`src/sv/hill_key_recovery_2x2_defines.svh`:
```
// assertion macros used by the asserting file, the top level
`ifndef HILL_KEY_RECOVERY_2X2_DEFINES_SVH
`define HILL_KEY_RECOVERY_2X2_DEFINES_SVH

// same-cycle implication, checked out of reset
`define HKR_ASSERT_NOW(label, ante, cons, msg) \
  label: assert property (@(posedge clk) disable iff (!rst_n) (ante) |-> (cons)) \
    else $error(msg);

// next-cycle implication, checked out of reset
`define HKR_ASSERT_NEXT(label, ante, cons, msg) \
  label: assert property (@(posedge clk) disable iff (!rst_n) (ante) |=> (cons)) \
    else $error(msg);

`endif

```
`src/sv/hkr_pkg.sv`:
```
`default_nettype none

package hkr_pkg;

  localparam int unsigned LETTERS = 26;
  localparam int unsigned LW      = 5;
  localparam int unsigned PW      = 2 * LW;
  localparam int unsigned SW      = PW + 1;
  localparam int unsigned MW      = 12;
  // 2^16 / 26 rounded up, exact quotient for any value below 2^MW
  localparam int unsigned RECIP   = 2521;
  localparam int unsigned RSHIFT  = 16;

  typedef logic [LW-1:0] letter_t;

  // inverse of each residue, zero where none exists
  localparam letter_t UNIT_INV [LETTERS] = '{
    5'd0, 5'd1, 5'd0, 5'd9, 5'd0, 5'd21, 5'd0, 5'd15, 5'd0, 5'd3, 5'd0, 5'd19, 5'd0,
    5'd0, 5'd0, 5'd7, 5'd0, 5'd23, 5'd0, 5'd11, 5'd0, 5'd5, 5'd0, 5'd17, 5'd0, 5'd25
  };

  typedef struct packed {
    letter_t plain1_first;
    letter_t plain1_second;
    letter_t cipher1_first;
    letter_t cipher1_second;
    letter_t plain2_first;
    letter_t plain2_second;
    letter_t cipher2_first;
    letter_t cipher2_second;
  } request_t;

  typedef struct packed {
    letter_t c00;
    letter_t c10;
    letter_t c01;
    letter_t c11;
  } cipher_t;

  typedef struct packed {
    letter_t p00;
    letter_t p10;
    letter_t p01;
    letter_t p11;
  } plain_t;

  typedef struct packed {
    plain_t          p;
    cipher_t         c;
    logic [PW-1:0]   pa;
    logic [PW-1:0]   pb;
  } s1_t;

  typedef struct packed {
    plain_t  p;
    cipher_t c;
    letter_t dinv;
    logic    singular;
  } s2_t;

  typedef struct packed {
    cipher_t       c;
    logic [PW-1:0] m00;
    logic [PW-1:0] m01;
    logic [PW-1:0] m10;
    logic [PW-1:0] m11;
    logic          singular;
  } s3_t;

  typedef struct packed {
    cipher_t c;
    letter_t i00;
    letter_t i01;
    letter_t i10;
    letter_t i11;
    logic    singular;
  } s4_t;

  typedef struct packed {
    logic [SW-1:0] s00;
    logic [SW-1:0] s01;
    logic [SW-1:0] s10;
    logic [SW-1:0] s11;
    logic          singular;
  } s5_t;

  typedef struct packed {
    letter_t k00;
    letter_t k01;
    letter_t k10;
    letter_t k11;
    logic    singular;
  } key_t;

  // out-of-range letter codes wrap by one subtract
  function automatic letter_t letter_fix(input letter_t x);
    letter_t r;
    r = (x >= LW'(LETTERS)) ? LW'(x - LW'(LETTERS)) : x;
    return r;
  endfunction

  function automatic letter_t neg26(input letter_t x);
    letter_t r;
    r = (x == '0) ? '0 : LW'(LW'(LETTERS) - x);
    return r;
  endfunction

  // reciprocal multiply then back-subtract, exact below 2^MW
  function automatic letter_t mod26(input logic [MW-1:0] v);
    logic [MW+RSHIFT-1:0] prod;
    logic [MW-1:0]        q;
    logic [MW-1:0]        r;
    prod = (MW+RSHIFT)'(v) * (MW+RSHIFT)'(RECIP);
    q    = MW'(prod >> RSHIFT);
    r    = v - MW'(q * MW'(LETTERS));
    return r[LW-1:0];
  endfunction

endpackage

`default_nettype wire

```
`src/sv/hkr_in_if.sv`:
```
`default_nettype none

interface hkr_in_if;
  logic             valid;
  logic             ready;
  hkr_pkg::letter_t plain1_first;
  hkr_pkg::letter_t plain1_second;
  hkr_pkg::letter_t cipher1_first;
  hkr_pkg::letter_t cipher1_second;
  hkr_pkg::letter_t plain2_first;
  hkr_pkg::letter_t plain2_second;
  hkr_pkg::letter_t cipher2_first;
  hkr_pkg::letter_t cipher2_second;

  modport source (
    output valid, plain1_first, plain1_second, cipher1_first, cipher1_second,
           plain2_first, plain2_second, cipher2_first, cipher2_second,
    input  ready
  );
  modport sink (
    input  valid, plain1_first, plain1_second, cipher1_first, cipher1_second,
           plain2_first, plain2_second, cipher2_first, cipher2_second,
    output ready
  );
endinterface

`default_nettype wire

```
`src/sv/hkr_out_if.sv`:
```
`default_nettype none

interface hkr_out_if;
  logic             valid;
  logic             ready;
  hkr_pkg::letter_t key_row0_col0;
  hkr_pkg::letter_t key_row0_col1;
  hkr_pkg::letter_t key_row1_col0;
  hkr_pkg::letter_t key_row1_col1;
  logic             singular;

  modport source (
    output valid, key_row0_col0, key_row0_col1, key_row1_col0, key_row1_col1, singular,
    input  ready
  );
  modport sink (
    input  valid, key_row0_col0, key_row0_col1, key_row1_col0, key_row1_col1, singular,
    output ready
  );
endinterface

`default_nettype wire

```
`src/sv/hkr_det.sv`:
```
`default_nettype none

// stages 1-2: letter wrap, determinant products, determinant and unit lookup
module hkr_det (
  input  wire logic              clk,
  input  wire logic              rst_n,
  input  wire logic              en,
  input  wire logic              in_valid,
  input  wire hkr_pkg::request_t in_data,
  output logic                   out_valid,
  output hkr_pkg::s2_t           out_data
);
  import hkr_pkg::*;

  logic          v1_r, v1_nxt;
  s1_t           s1_r, s1_nxt;
  logic          v2_r, v2_nxt;
  s2_t           s2_r, s2_nxt;
  logic [MW-1:0] det_raw;
  letter_t       det;

  always_comb begin
    s1_nxt.p.p00 = letter_fix(in_data.plain1_first);
    s1_nxt.p.p10 = letter_fix(in_data.plain1_second);
    s1_nxt.p.p01 = letter_fix(in_data.plain2_first);
    s1_nxt.p.p11 = letter_fix(in_data.plain2_second);
    s1_nxt.c.c00 = letter_fix(in_data.cipher1_first);
    s1_nxt.c.c10 = letter_fix(in_data.cipher1_second);
    s1_nxt.c.c01 = letter_fix(in_data.cipher2_first);
    s1_nxt.c.c11 = letter_fix(in_data.cipher2_second);
    s1_nxt.pa    = PW'(s1_nxt.p.p00) * PW'(s1_nxt.p.p11);
    s1_nxt.pb    = PW'(s1_nxt.p.p01) * PW'(s1_nxt.p.p10);
    v1_nxt       = en ? in_valid : v1_r;
  end

  // offset by 26*26 keeps the difference positive
  assign det_raw = MW'(s1_r.pa) + MW'(LETTERS * LETTERS) - MW'(s1_r.pb);
  assign det     = mod26(det_raw);

  always_comb begin
    s2_nxt.p        = s1_r.p;
    s2_nxt.c        = s1_r.c;
    s2_nxt.dinv     = UNIT_INV[det];
    s2_nxt.singular = (UNIT_INV[det] == '0);
    v2_nxt          = en ? v1_r : v2_r;
  end

  always_ff @(posedge clk) begin
    if (!rst_n) begin
      v1_r <= 1'b0;
      v2_r <= 1'b0;
    end else begin
      v1_r <= v1_nxt;
      v2_r <= v2_nxt;
    end
  end

  always_ff @(posedge clk) begin
    if (en) begin
      s1_r <= s1_nxt;
      s2_r <= s2_nxt;
    end
  end

  assign out_valid = v2_r;
  assign out_data  = s2_r;
endmodule

`default_nettype wire

```
`src/sv/hkr_inv.sv`:
```
`default_nettype none

// stages 3-4: adjugate times determinant inverse, reduced
module hkr_inv (
  input  wire logic         clk,
  input  wire logic         rst_n,
  input  wire logic         en,
  input  wire logic         in_valid,
  input  wire hkr_pkg::s2_t in_data,
  output logic              out_valid,
  output hkr_pkg::s4_t      out_data
);
  import hkr_pkg::*;

  logic v3_r, v3_nxt;
  s3_t  s3_r, s3_nxt;
  logic v4_r, v4_nxt;
  s4_t  s4_r, s4_nxt;

  always_comb begin
    s3_nxt.c        = in_data.c;
    s3_nxt.m00      = PW'(in_data.p.p11) * PW'(in_data.dinv);
    s3_nxt.m01      = PW'(neg26(in_data.p.p01)) * PW'(in_data.dinv);
    s3_nxt.m10      = PW'(neg26(in_data.p.p10)) * PW'(in_data.dinv);
    s3_nxt.m11      = PW'(in_data.p.p00) * PW'(in_data.dinv);
    s3_nxt.singular = in_data.singular;
    v3_nxt          = en ? in_valid : v3_r;
  end

  always_comb begin
    s4_nxt.c        = s3_r.c;
    s4_nxt.i00      = mod26(MW'(s3_r.m00));
    s4_nxt.i01      = mod26(MW'(s3_r.m01));
    s4_nxt.i10      = mod26(MW'(s3_r.m10));
    s4_nxt.i11      = mod26(MW'(s3_r.m11));
    s4_nxt.singular = s3_r.singular;
    v4_nxt          = en ? v3_r : v4_r;
  end

  always_ff @(posedge clk) begin
    if (!rst_n) begin
      v3_r <= 1'b0;
      v4_r <= 1'b0;
    end else begin
      v3_r <= v3_nxt;
      v4_r <= v4_nxt;
    end
  end

  always_ff @(posedge clk) begin
    if (en) begin
      s3_r <= s3_nxt;
      s4_r <= s4_nxt;
    end
  end

  assign out_valid = v4_r;
  assign out_data  = s4_r;
endmodule

`default_nettype wire

```
`src/sv/hkr_mul.sv`:
```
`default_nettype none

// stages 5-6: ciphertext times inverse, reduced into the output register
module hkr_mul (
  input  wire logic         clk,
  input  wire logic         rst_n,
  input  wire logic         en,
  input  wire logic         in_valid,
  input  wire hkr_pkg::s4_t in_data,
  output logic              out_valid,
  output hkr_pkg::key_t     out_data
);
  import hkr_pkg::*;

  logic v5_r, v5_nxt;
  s5_t  s5_r, s5_nxt;
  logic v6_r, v6_nxt;
  key_t k_r, k_nxt;

  always_comb begin
    s5_nxt.s00 = SW'(in_data.c.c00) * SW'(in_data.i00) + SW'(in_data.c.c01) * SW'(in_data.i10);
    s5_nxt.s01 = SW'(in_data.c.c00) * SW'(in_data.i01) + SW'(in_data.c.c01) * SW'(in_data.i11);
    s5_nxt.s10 = SW'(in_data.c.c10) * SW'(in_data.i00) + SW'(in_data.c.c11) * SW'(in_data.i10);
    s5_nxt.s11 = SW'(in_data.c.c10) * SW'(in_data.i01) + SW'(in_data.c.c11) * SW'(in_data.i11);
    s5_nxt.singular = in_data.singular;
    v5_nxt          = en ? in_valid : v5_r;
  end

  always_comb begin
    k_nxt.k00      = mod26(MW'(s5_r.s00));
    k_nxt.k01      = mod26(MW'(s5_r.s01));
    k_nxt.k10      = mod26(MW'(s5_r.s10));
    k_nxt.k11      = mod26(MW'(s5_r.s11));
    k_nxt.singular = s5_r.singular;
    v6_nxt         = en ? v5_r : v6_r;
  end

  always_ff @(posedge clk) begin
    if (!rst_n) begin
      v5_r <= 1'b0;
      v6_r <= 1'b0;
    end else begin
      v5_r <= v5_nxt;
      v6_r <= v6_nxt;
    end
  end

  always_ff @(posedge clk) begin
    if (en) begin
      s5_r <= s5_nxt;
      k_r  <= k_nxt;
    end
  end

  assign out_valid = v6_r;
  assign out_data  = k_r;
endmodule

`default_nettype wire

```
`src/sv/hill_key_recovery_2x2.sv`:
```
// pipeline: six register stages, the first loaded at the accepting edge, the last being the
//   result register
// throughput: one request per cycle unless the full result register is not taken
// stall: every stage holds, bubbles included, while the result register is full and not taken
// reset: synchronous active-low rst_n clears every stage valid bit, payload is not reset
`default_nettype none

`include "hill_key_recovery_2x2_defines.svh"

module hill_key_recovery_2x2 (
  input  wire logic clk,
  input  wire logic rst_n,
  hkr_in_if.sink    in_ch,
  hkr_out_if.source out_ch
);
  import hkr_pkg::*;

  // one advance for the whole pipe, taken whenever the output slot frees up
  logic     en;
  request_t req;
  logic     det_valid;
  s2_t      det_data;
  logic     inv_valid;
  s4_t      inv_data;
  logic     key_valid;
  key_t     key_data;

  assign en          = !key_valid || out_ch.ready;
  assign in_ch.ready = en;

  // gather the request fields; letters are wrapped inside stage 1
  assign req.plain1_first   = in_ch.plain1_first;
  assign req.plain1_second  = in_ch.plain1_second;
  assign req.cipher1_first  = in_ch.cipher1_first;
  assign req.cipher1_second = in_ch.cipher1_second;
  assign req.plain2_first   = in_ch.plain2_first;
  assign req.plain2_second  = in_ch.plain2_second;
  assign req.cipher2_first  = in_ch.cipher2_first;
  assign req.cipher2_second = in_ch.cipher2_second;

  // determinant and its inverse from the unit table
  hkr_det u_det (
    .clk       (clk),
    .rst_n     (rst_n),
    .en        (en),
    .in_valid  (in_ch.valid),
    .in_data   (req),
    .out_valid (det_valid),
    .out_data  (det_data)
  );

  // inverse of the plaintext matrix; a zero inverse makes it all zero
  hkr_inv u_inv (
    .clk       (clk),
    .rst_n     (rst_n),
    .en        (en),
    .in_valid  (det_valid),
    .in_data   (det_data),
    .out_valid (inv_valid),
    .out_data  (inv_data)
  );

  // key = ciphertext matrix times inverse, last stage is the output register
  hkr_mul u_mul (
    .clk       (clk),
    .rst_n     (rst_n),
    .en        (en),
    .in_valid  (inv_valid),
    .in_data   (inv_data),
    .out_valid (key_valid),
    .out_data  (key_data)
  );

  assign out_ch.valid         = key_valid;
  assign out_ch.key_row0_col0 = key_data.k00;
  assign out_ch.key_row0_col1 = key_data.k01;
  assign out_ch.key_row1_col0 = key_data.k10;
  assign out_ch.key_row1_col1 = key_data.k11;
  assign out_ch.singular      = key_data.singular;

  // a singular plaintext must leave an all-zero key
  `HKR_ASSERT_NOW(a_singular_zero_key, key_valid && key_data.singular,
    key_data.k00 == '0 && key_data.k01 == '0 && key_data.k10 == '0 && key_data.k11 == '0,
    "singular result with nonzero key")
  // reduction must always land inside the alphabet
  `HKR_ASSERT_NOW(a_key_in_range, key_valid,
    key_data.k00 < LW'(LETTERS) && key_data.k01 < LW'(LETTERS) &&
    key_data.k10 < LW'(LETTERS) && key_data.k11 < LW'(LETTERS),
    "key entry out of range")
  // a stalled pipe keeps the stage 2 and stage 4 valid bits and the result valid
  `HKR_ASSERT_NEXT(a_stall_holds, !en,
    $stable(det_valid) && $stable(inv_valid) && key_valid,
    "pipe moved during stall")
endmodule

`default_nettype wire
```
`src/flat_wrapper.sv`:
```
// flat-port wrapper written by rule: the top's interface ports become plain ports
module hill_key_recovery_2x2_flat import hkr_pkg::*;
  (clk, rst_n, in_ch_valid, in_ch_plain1_first, in_ch_plain1_second, in_ch_cipher1_first, in_ch_cipher1_second, in_ch_plain2_first, in_ch_plain2_second, in_ch_cipher2_first, in_ch_cipher2_second, in_ch_ready, out_ch_valid, out_ch_key_row0_col0, out_ch_key_row0_col1, out_ch_key_row1_col0, out_ch_key_row1_col1, out_ch_singular, out_ch_ready);
  hkr_in_if in_ch_i ();
  hkr_out_if out_ch_i ();
  input  wire logic clk;
  input  wire logic rst_n;
  input wire logic [$bits(in_ch_i.valid)-1:0] in_ch_valid;
  input wire logic [$bits(in_ch_i.plain1_first)-1:0] in_ch_plain1_first;
  input wire logic [$bits(in_ch_i.plain1_second)-1:0] in_ch_plain1_second;
  input wire logic [$bits(in_ch_i.cipher1_first)-1:0] in_ch_cipher1_first;
  input wire logic [$bits(in_ch_i.cipher1_second)-1:0] in_ch_cipher1_second;
  input wire logic [$bits(in_ch_i.plain2_first)-1:0] in_ch_plain2_first;
  input wire logic [$bits(in_ch_i.plain2_second)-1:0] in_ch_plain2_second;
  input wire logic [$bits(in_ch_i.cipher2_first)-1:0] in_ch_cipher2_first;
  input wire logic [$bits(in_ch_i.cipher2_second)-1:0] in_ch_cipher2_second;
  output wire logic [$bits(in_ch_i.ready)-1:0] in_ch_ready;
  output wire logic [$bits(out_ch_i.valid)-1:0] out_ch_valid;
  output wire logic [$bits(out_ch_i.key_row0_col0)-1:0] out_ch_key_row0_col0;
  output wire logic [$bits(out_ch_i.key_row0_col1)-1:0] out_ch_key_row0_col1;
  output wire logic [$bits(out_ch_i.key_row1_col0)-1:0] out_ch_key_row1_col0;
  output wire logic [$bits(out_ch_i.key_row1_col1)-1:0] out_ch_key_row1_col1;
  output wire logic [$bits(out_ch_i.singular)-1:0] out_ch_singular;
  input wire logic [$bits(out_ch_i.ready)-1:0] out_ch_ready;
  assign in_ch_i.valid = in_ch_valid;
  assign in_ch_i.plain1_first = in_ch_plain1_first;
  assign in_ch_i.plain1_second = in_ch_plain1_second;
  assign in_ch_i.cipher1_first = in_ch_cipher1_first;
  assign in_ch_i.cipher1_second = in_ch_cipher1_second;
  assign in_ch_i.plain2_first = in_ch_plain2_first;
  assign in_ch_i.plain2_second = in_ch_plain2_second;
  assign in_ch_i.cipher2_first = in_ch_cipher2_first;
  assign in_ch_i.cipher2_second = in_ch_cipher2_second;
  assign in_ch_ready = in_ch_i.ready;
  assign out_ch_valid = out_ch_i.valid;
  assign out_ch_key_row0_col0 = out_ch_i.key_row0_col0;
  assign out_ch_key_row0_col1 = out_ch_i.key_row0_col1;
  assign out_ch_key_row1_col0 = out_ch_i.key_row1_col0;
  assign out_ch_key_row1_col1 = out_ch_i.key_row1_col1;
  assign out_ch_singular = out_ch_i.singular;
  assign out_ch_i.ready = out_ch_ready;
  hill_key_recovery_2x2 u_core (.clk(clk), .rst_n(rst_n), .in_ch(in_ch_i), .out_ch(out_ch_i));
endmodule
```
`config.mk`:
```
export PLATFORM = sky130hd
export DESIGN_NAME = hill_key_recovery_2x2_flat
export DESIGN_NICKNAME = d
export VERILOG_FILES = /design/src/sv/hkr_pkg.sv /design/src/sv/hkr_in_if.sv /design/src/sv/hkr_out_if.sv /design/src/sv/hkr_det.sv /design/src/sv/hkr_inv.sv /design/src/sv/hkr_mul.sv /design/src/sv/hill_key_recovery_2x2.sv /design/src/flat_wrapper.sv
export VERILOG_INCLUDE_DIRS = /design/src /design/src/sv
export SDC_FILE = /design/constraint.sdc
export NUM_CORES = 2
export LEC_CHECK = 0
export BUFFER_PORTS_ARGS = -buffer_cell sky130_fd_sc_hd__buf_2
export CAP_MARGIN = 25
export CORE_ASPECT_RATIO = 1.4
export CORE_MARGIN = 2
export CORE_UTILIZATION = 59
export CTS_CLUSTER_DIAMETER = 80
export DETAILED_ROUTE_END_ITERATION = 10
export PLACE_DENSITY = 0.75
export SYNTH_ARGS = -nofsm -noshare
export SYNTH_HDL_FRONTEND = slang
export SYNTH_HIERARCHICAL = 1
export SYNTH_SLANG_ARGS = --single-unit
```
`constraint.sdc`:
```
create_clock -name clk -period 16.82 [get_ports clk]
set_input_delay 0 -clock clk [delete_from_list [all_inputs] [get_ports clk]]
set_output_delay 0 -clock clk [all_outputs]
set_load 0.05 [all_outputs]
```
==> key figures <==
Run status
  • Status: finished with violations
  • Failing checks: DRC

Logic synthesis
  • Yosys cell types: 71
  • EDFF count, synth: 274
  • Mapped Cells: 3641
  • YS warnings: 6
  • Register area share after synthesis: 21.32%
  • Yosys reg bits: 280
  • Predominant post-synthesis flop cell: edfxtp_1
  • Synthesized net count: 5006
  • Async set-reset flop share out of synthesis: 0%
  • Mapped Area: 0.03915 mm²
  • Synth Area per Inst: 10.75 µm²

Clock tree
  • Reg clk slew, reported paths: 60 ps
  • Clock latency on the worst-skew pair: 560 ps
  • Clock buffer count from CTS: 35
  • H-tree lvl count: 2
  • Root buf cell: clkbuf_16
  • Post-CTS setup buffers: 0
  • CTS sink cnt: 280
  • Max Root-Sink Buffers: 3
  • CTS tree: built

Place
  • DP HPWL: 58280 µm
  • Gpl congestion: 0.8725
  • Inst Count DP: 4523
  • Buffers on Ports: 66
  • Post-Place Setup Slack: 8217 ps

Cells and area
  • Antenna cells: 0
  • Area of the multi-input gates: 0.02731 mm²
  • Most frequent cells in the layout: 892 x inv_1, 826 x ha_1, 495 x fa_1
  • Synth-to-layout area growth: 7.808%
  • Share of cells above drive strength 1: 4.185%
  • Final Util: 64.38%
  • Nets@finish: 5138
  • Layout Cells excl Fill: 4646
  • Commonest non-fill, non-tap cell in the layout: inv_1
  • Seq. cell area: 0.008348 mm²
  • Fill cells: 5078

Global route
  • Vias in the first global route: 26720
  • Initial antenna violation count: 0
  • Pin count of the biggest net entering global routing: 85
  • Grt total ovfl: 0
  • Gr usage total: 21.72%
  • First-pass GRT wire length: 121900 µm

STA
  • Fmax: 0.1161 GHz
  • Slew HR: 30.68%
  • Unrepaired setup endpoints after global routing: no
  • Minimum clock period: 8610 ps
  • Setup Viol. Count Final: 0
  • Fin. max-slew vios: 0
  • Setup TNS Final: 0 ps
  • Worst-margin pin slew: 1040 ps
  • Skew final: 21.45 ps
  • Final hold viol count: 0
  • Final worst slack: 8210 ps
  • Final period utilization: 51.19%

Critical path
  • CP startpoint: u_core/u_det/s1_r[14]
  • Top cell by count, worst path: ha_1
  • Data arrival, critical path: 8910 ps
  • Crit. End Element: flop
  • R2R Path End: u_core/u_det/out_data[5]
  • Reg2reg start: u_core/u_det/s1_r[14]
  • Crit Path Class: flop to flop
  • Internal reg-to-reg setup slack: 8210 ps
  • Largest fanout on the critical path: 8
  • R2R cell count: 33
  • Worst path required time: 17120 ps
  • Max incr delay on CP: 600 ps
  • Slowest-stage cell, CP: xnor2_1
  • CP endpoint: u_core/u_det/out_data[5]
  • Worst setup SP type: flop

Routing
  • Vias: 24520
  • # DRC: 9
  • Post-DRT Antenna Nets: 0
  • First-pass DRT Iterations: 10
  • DRT iter0 DRCs: 794
  • WL/cell: 15.26 µm
  • Vias/cell: 5.277
  • DRT Wirelength: 70880 µm

Hold path
  • Hold Path Class: input port to flop
  • Hold_sp: in_ch_plain2_first[1]

Floorplan
  • Total I/O pin count: 67
  • Rows: 111
  • DIE WIDTH: 221.7 µm
  • Initial Util: 59.72%
  • Die area: 0.06846 mm²
  • Placeable Area: 0.06555 mm²
  • Die H: 308.8 µm

Run
  • Max_cap viols: 0
[per-stage QoR]
stage | hold WS (ps) | instance area [µm²]
final | 50.37 | 42210
after global routing | 74.89 | 42210
after CTS | 10.81 | 42140
after detailed placement | 214.6 | 40440
after global placement | 214.8 | 40440
after floorplan | 98.87 | 39150
[metal layers]
metal | routed length [µm] | track usage, %
met1 | 27840 | 24.12
met2 | 39660 | 43.63
met3 | 1433 | 1.985
met5 | 0 | 0
met4 | 1944 | 6.223
[state kept, by name, summed over array words and instances, names as in the netlist, 21 cells and up]
register,count
u_core/u_inv/s3_r,61
u_core/u_mul/s5_r,44
u_core/u_det/s1_r,60
u_core/u_mul/out_data,21
u_core/u_inv/out_data,41
u_core/u_det/out_data,46
[timing repair]
item	in CTS	in global routing
resized for setup	0	0
hold endpoints to repair	46	0
hold buffers	57	0
[Yosys cell counts (8+ instances only)]
master | n | area share, %
o21bai_1 | 33 | 0.63
mux2i_1 | 13 | 0.33
and2_1 | 198 | 3.2
clkbuf_1 | 34 | 0.33
nand2_1 | 167 | 1.6
or2_2 | 8 | 0.13
edfxtp_1 | 274 | 21
nor2b_1 | 20 | 0.32
o21a_1 | 12 | 0.23
nor2_1 | 74 | 0.71
fa_1 | 495 | 25
a21oi_1 | 129 | 1.6
nand2b_1 | 10 | 0.16
a21o_1 | 43 | 0.82
o31ai_1 | 15 | 0.29
nor3_1 | 11 | 0.14
a31oi_1 | 9 | 0.14
xor2_1 | 36 | 0.81
o21ai_0 | 56 | 0.72
nand3_1 | 14 | 0.18
a21boi_0 | 8 | 0.15
xnor2_1 | 166 | 3.7
ha_1 | 826 | 26
a211oi_1 | 8 | 0.15
inv_1 | 892 | 8.6
[cell families (layout without fill, tap and decap cells)]
kind of cell / after synthesis / in the layout / synth area share (%)
buffers and inverters: 929 / 1087 / 8.933
xor gates and xnor gates: 207 / 207 / 4.775
DFF: 280 / 280 / 21.32
AOI/OAI and AO/OA: 357 / 357 / 5.897
adders and majority gates: 1321 / 1321 / 51.71
muxes: 15 / 15 / 0.3899
and+or+nand+nor: 532 / 532 / 6.971
[cell type report]
| class | count | share of cell area, % |
|---|---|---|
| multi-input cells | 2432 | 64.71 |
| flip-flops and latches | 280 | 19.78 |
| inverters | 893 | 7.945 |
| well taps | 847 | 2.511 |
| repair buffers | 131 | 2.372 |
| clock buffers | 39 | 2.111 |
| clock inverters | 24 | 0.5722 |
[worst min path at each step]
stage	endpoint	cells past startpoint
2_1_floorplan	u_core/u_det/s1_r[20]	0
3_3_place_gp	u_core/u_det/s1_r[35]	1
3_5_place_dp	u_core/u_det/s1_r[20]	1
4_1_cts	u_core/u_det/s1_r[47]	3
5_1_grt	u_core/u_det/s1_r[47]	3
6_report	u_core/u_det/s1_r[46]	4
[critical path: cells and delay by family (launching register included)]
| kind | cells | cell delay [ps] |
|---|---|---|
| muxes | 1 | 120 |
| xor gates and xnor gates | 6 | 1620 |
| and+or+nand+nor | 4 | 430 |
| adders and majority gates | 10 | 3720 |
| buffers and inverters | 5 | 430 |
| AOI/OAI and AO/OA | 7 | 1680 |
| DFF | 1 | 360 |
Power is not shown: default switching activity piles up to over one toggle a cycle in this logic, so the estimate is an artifact.
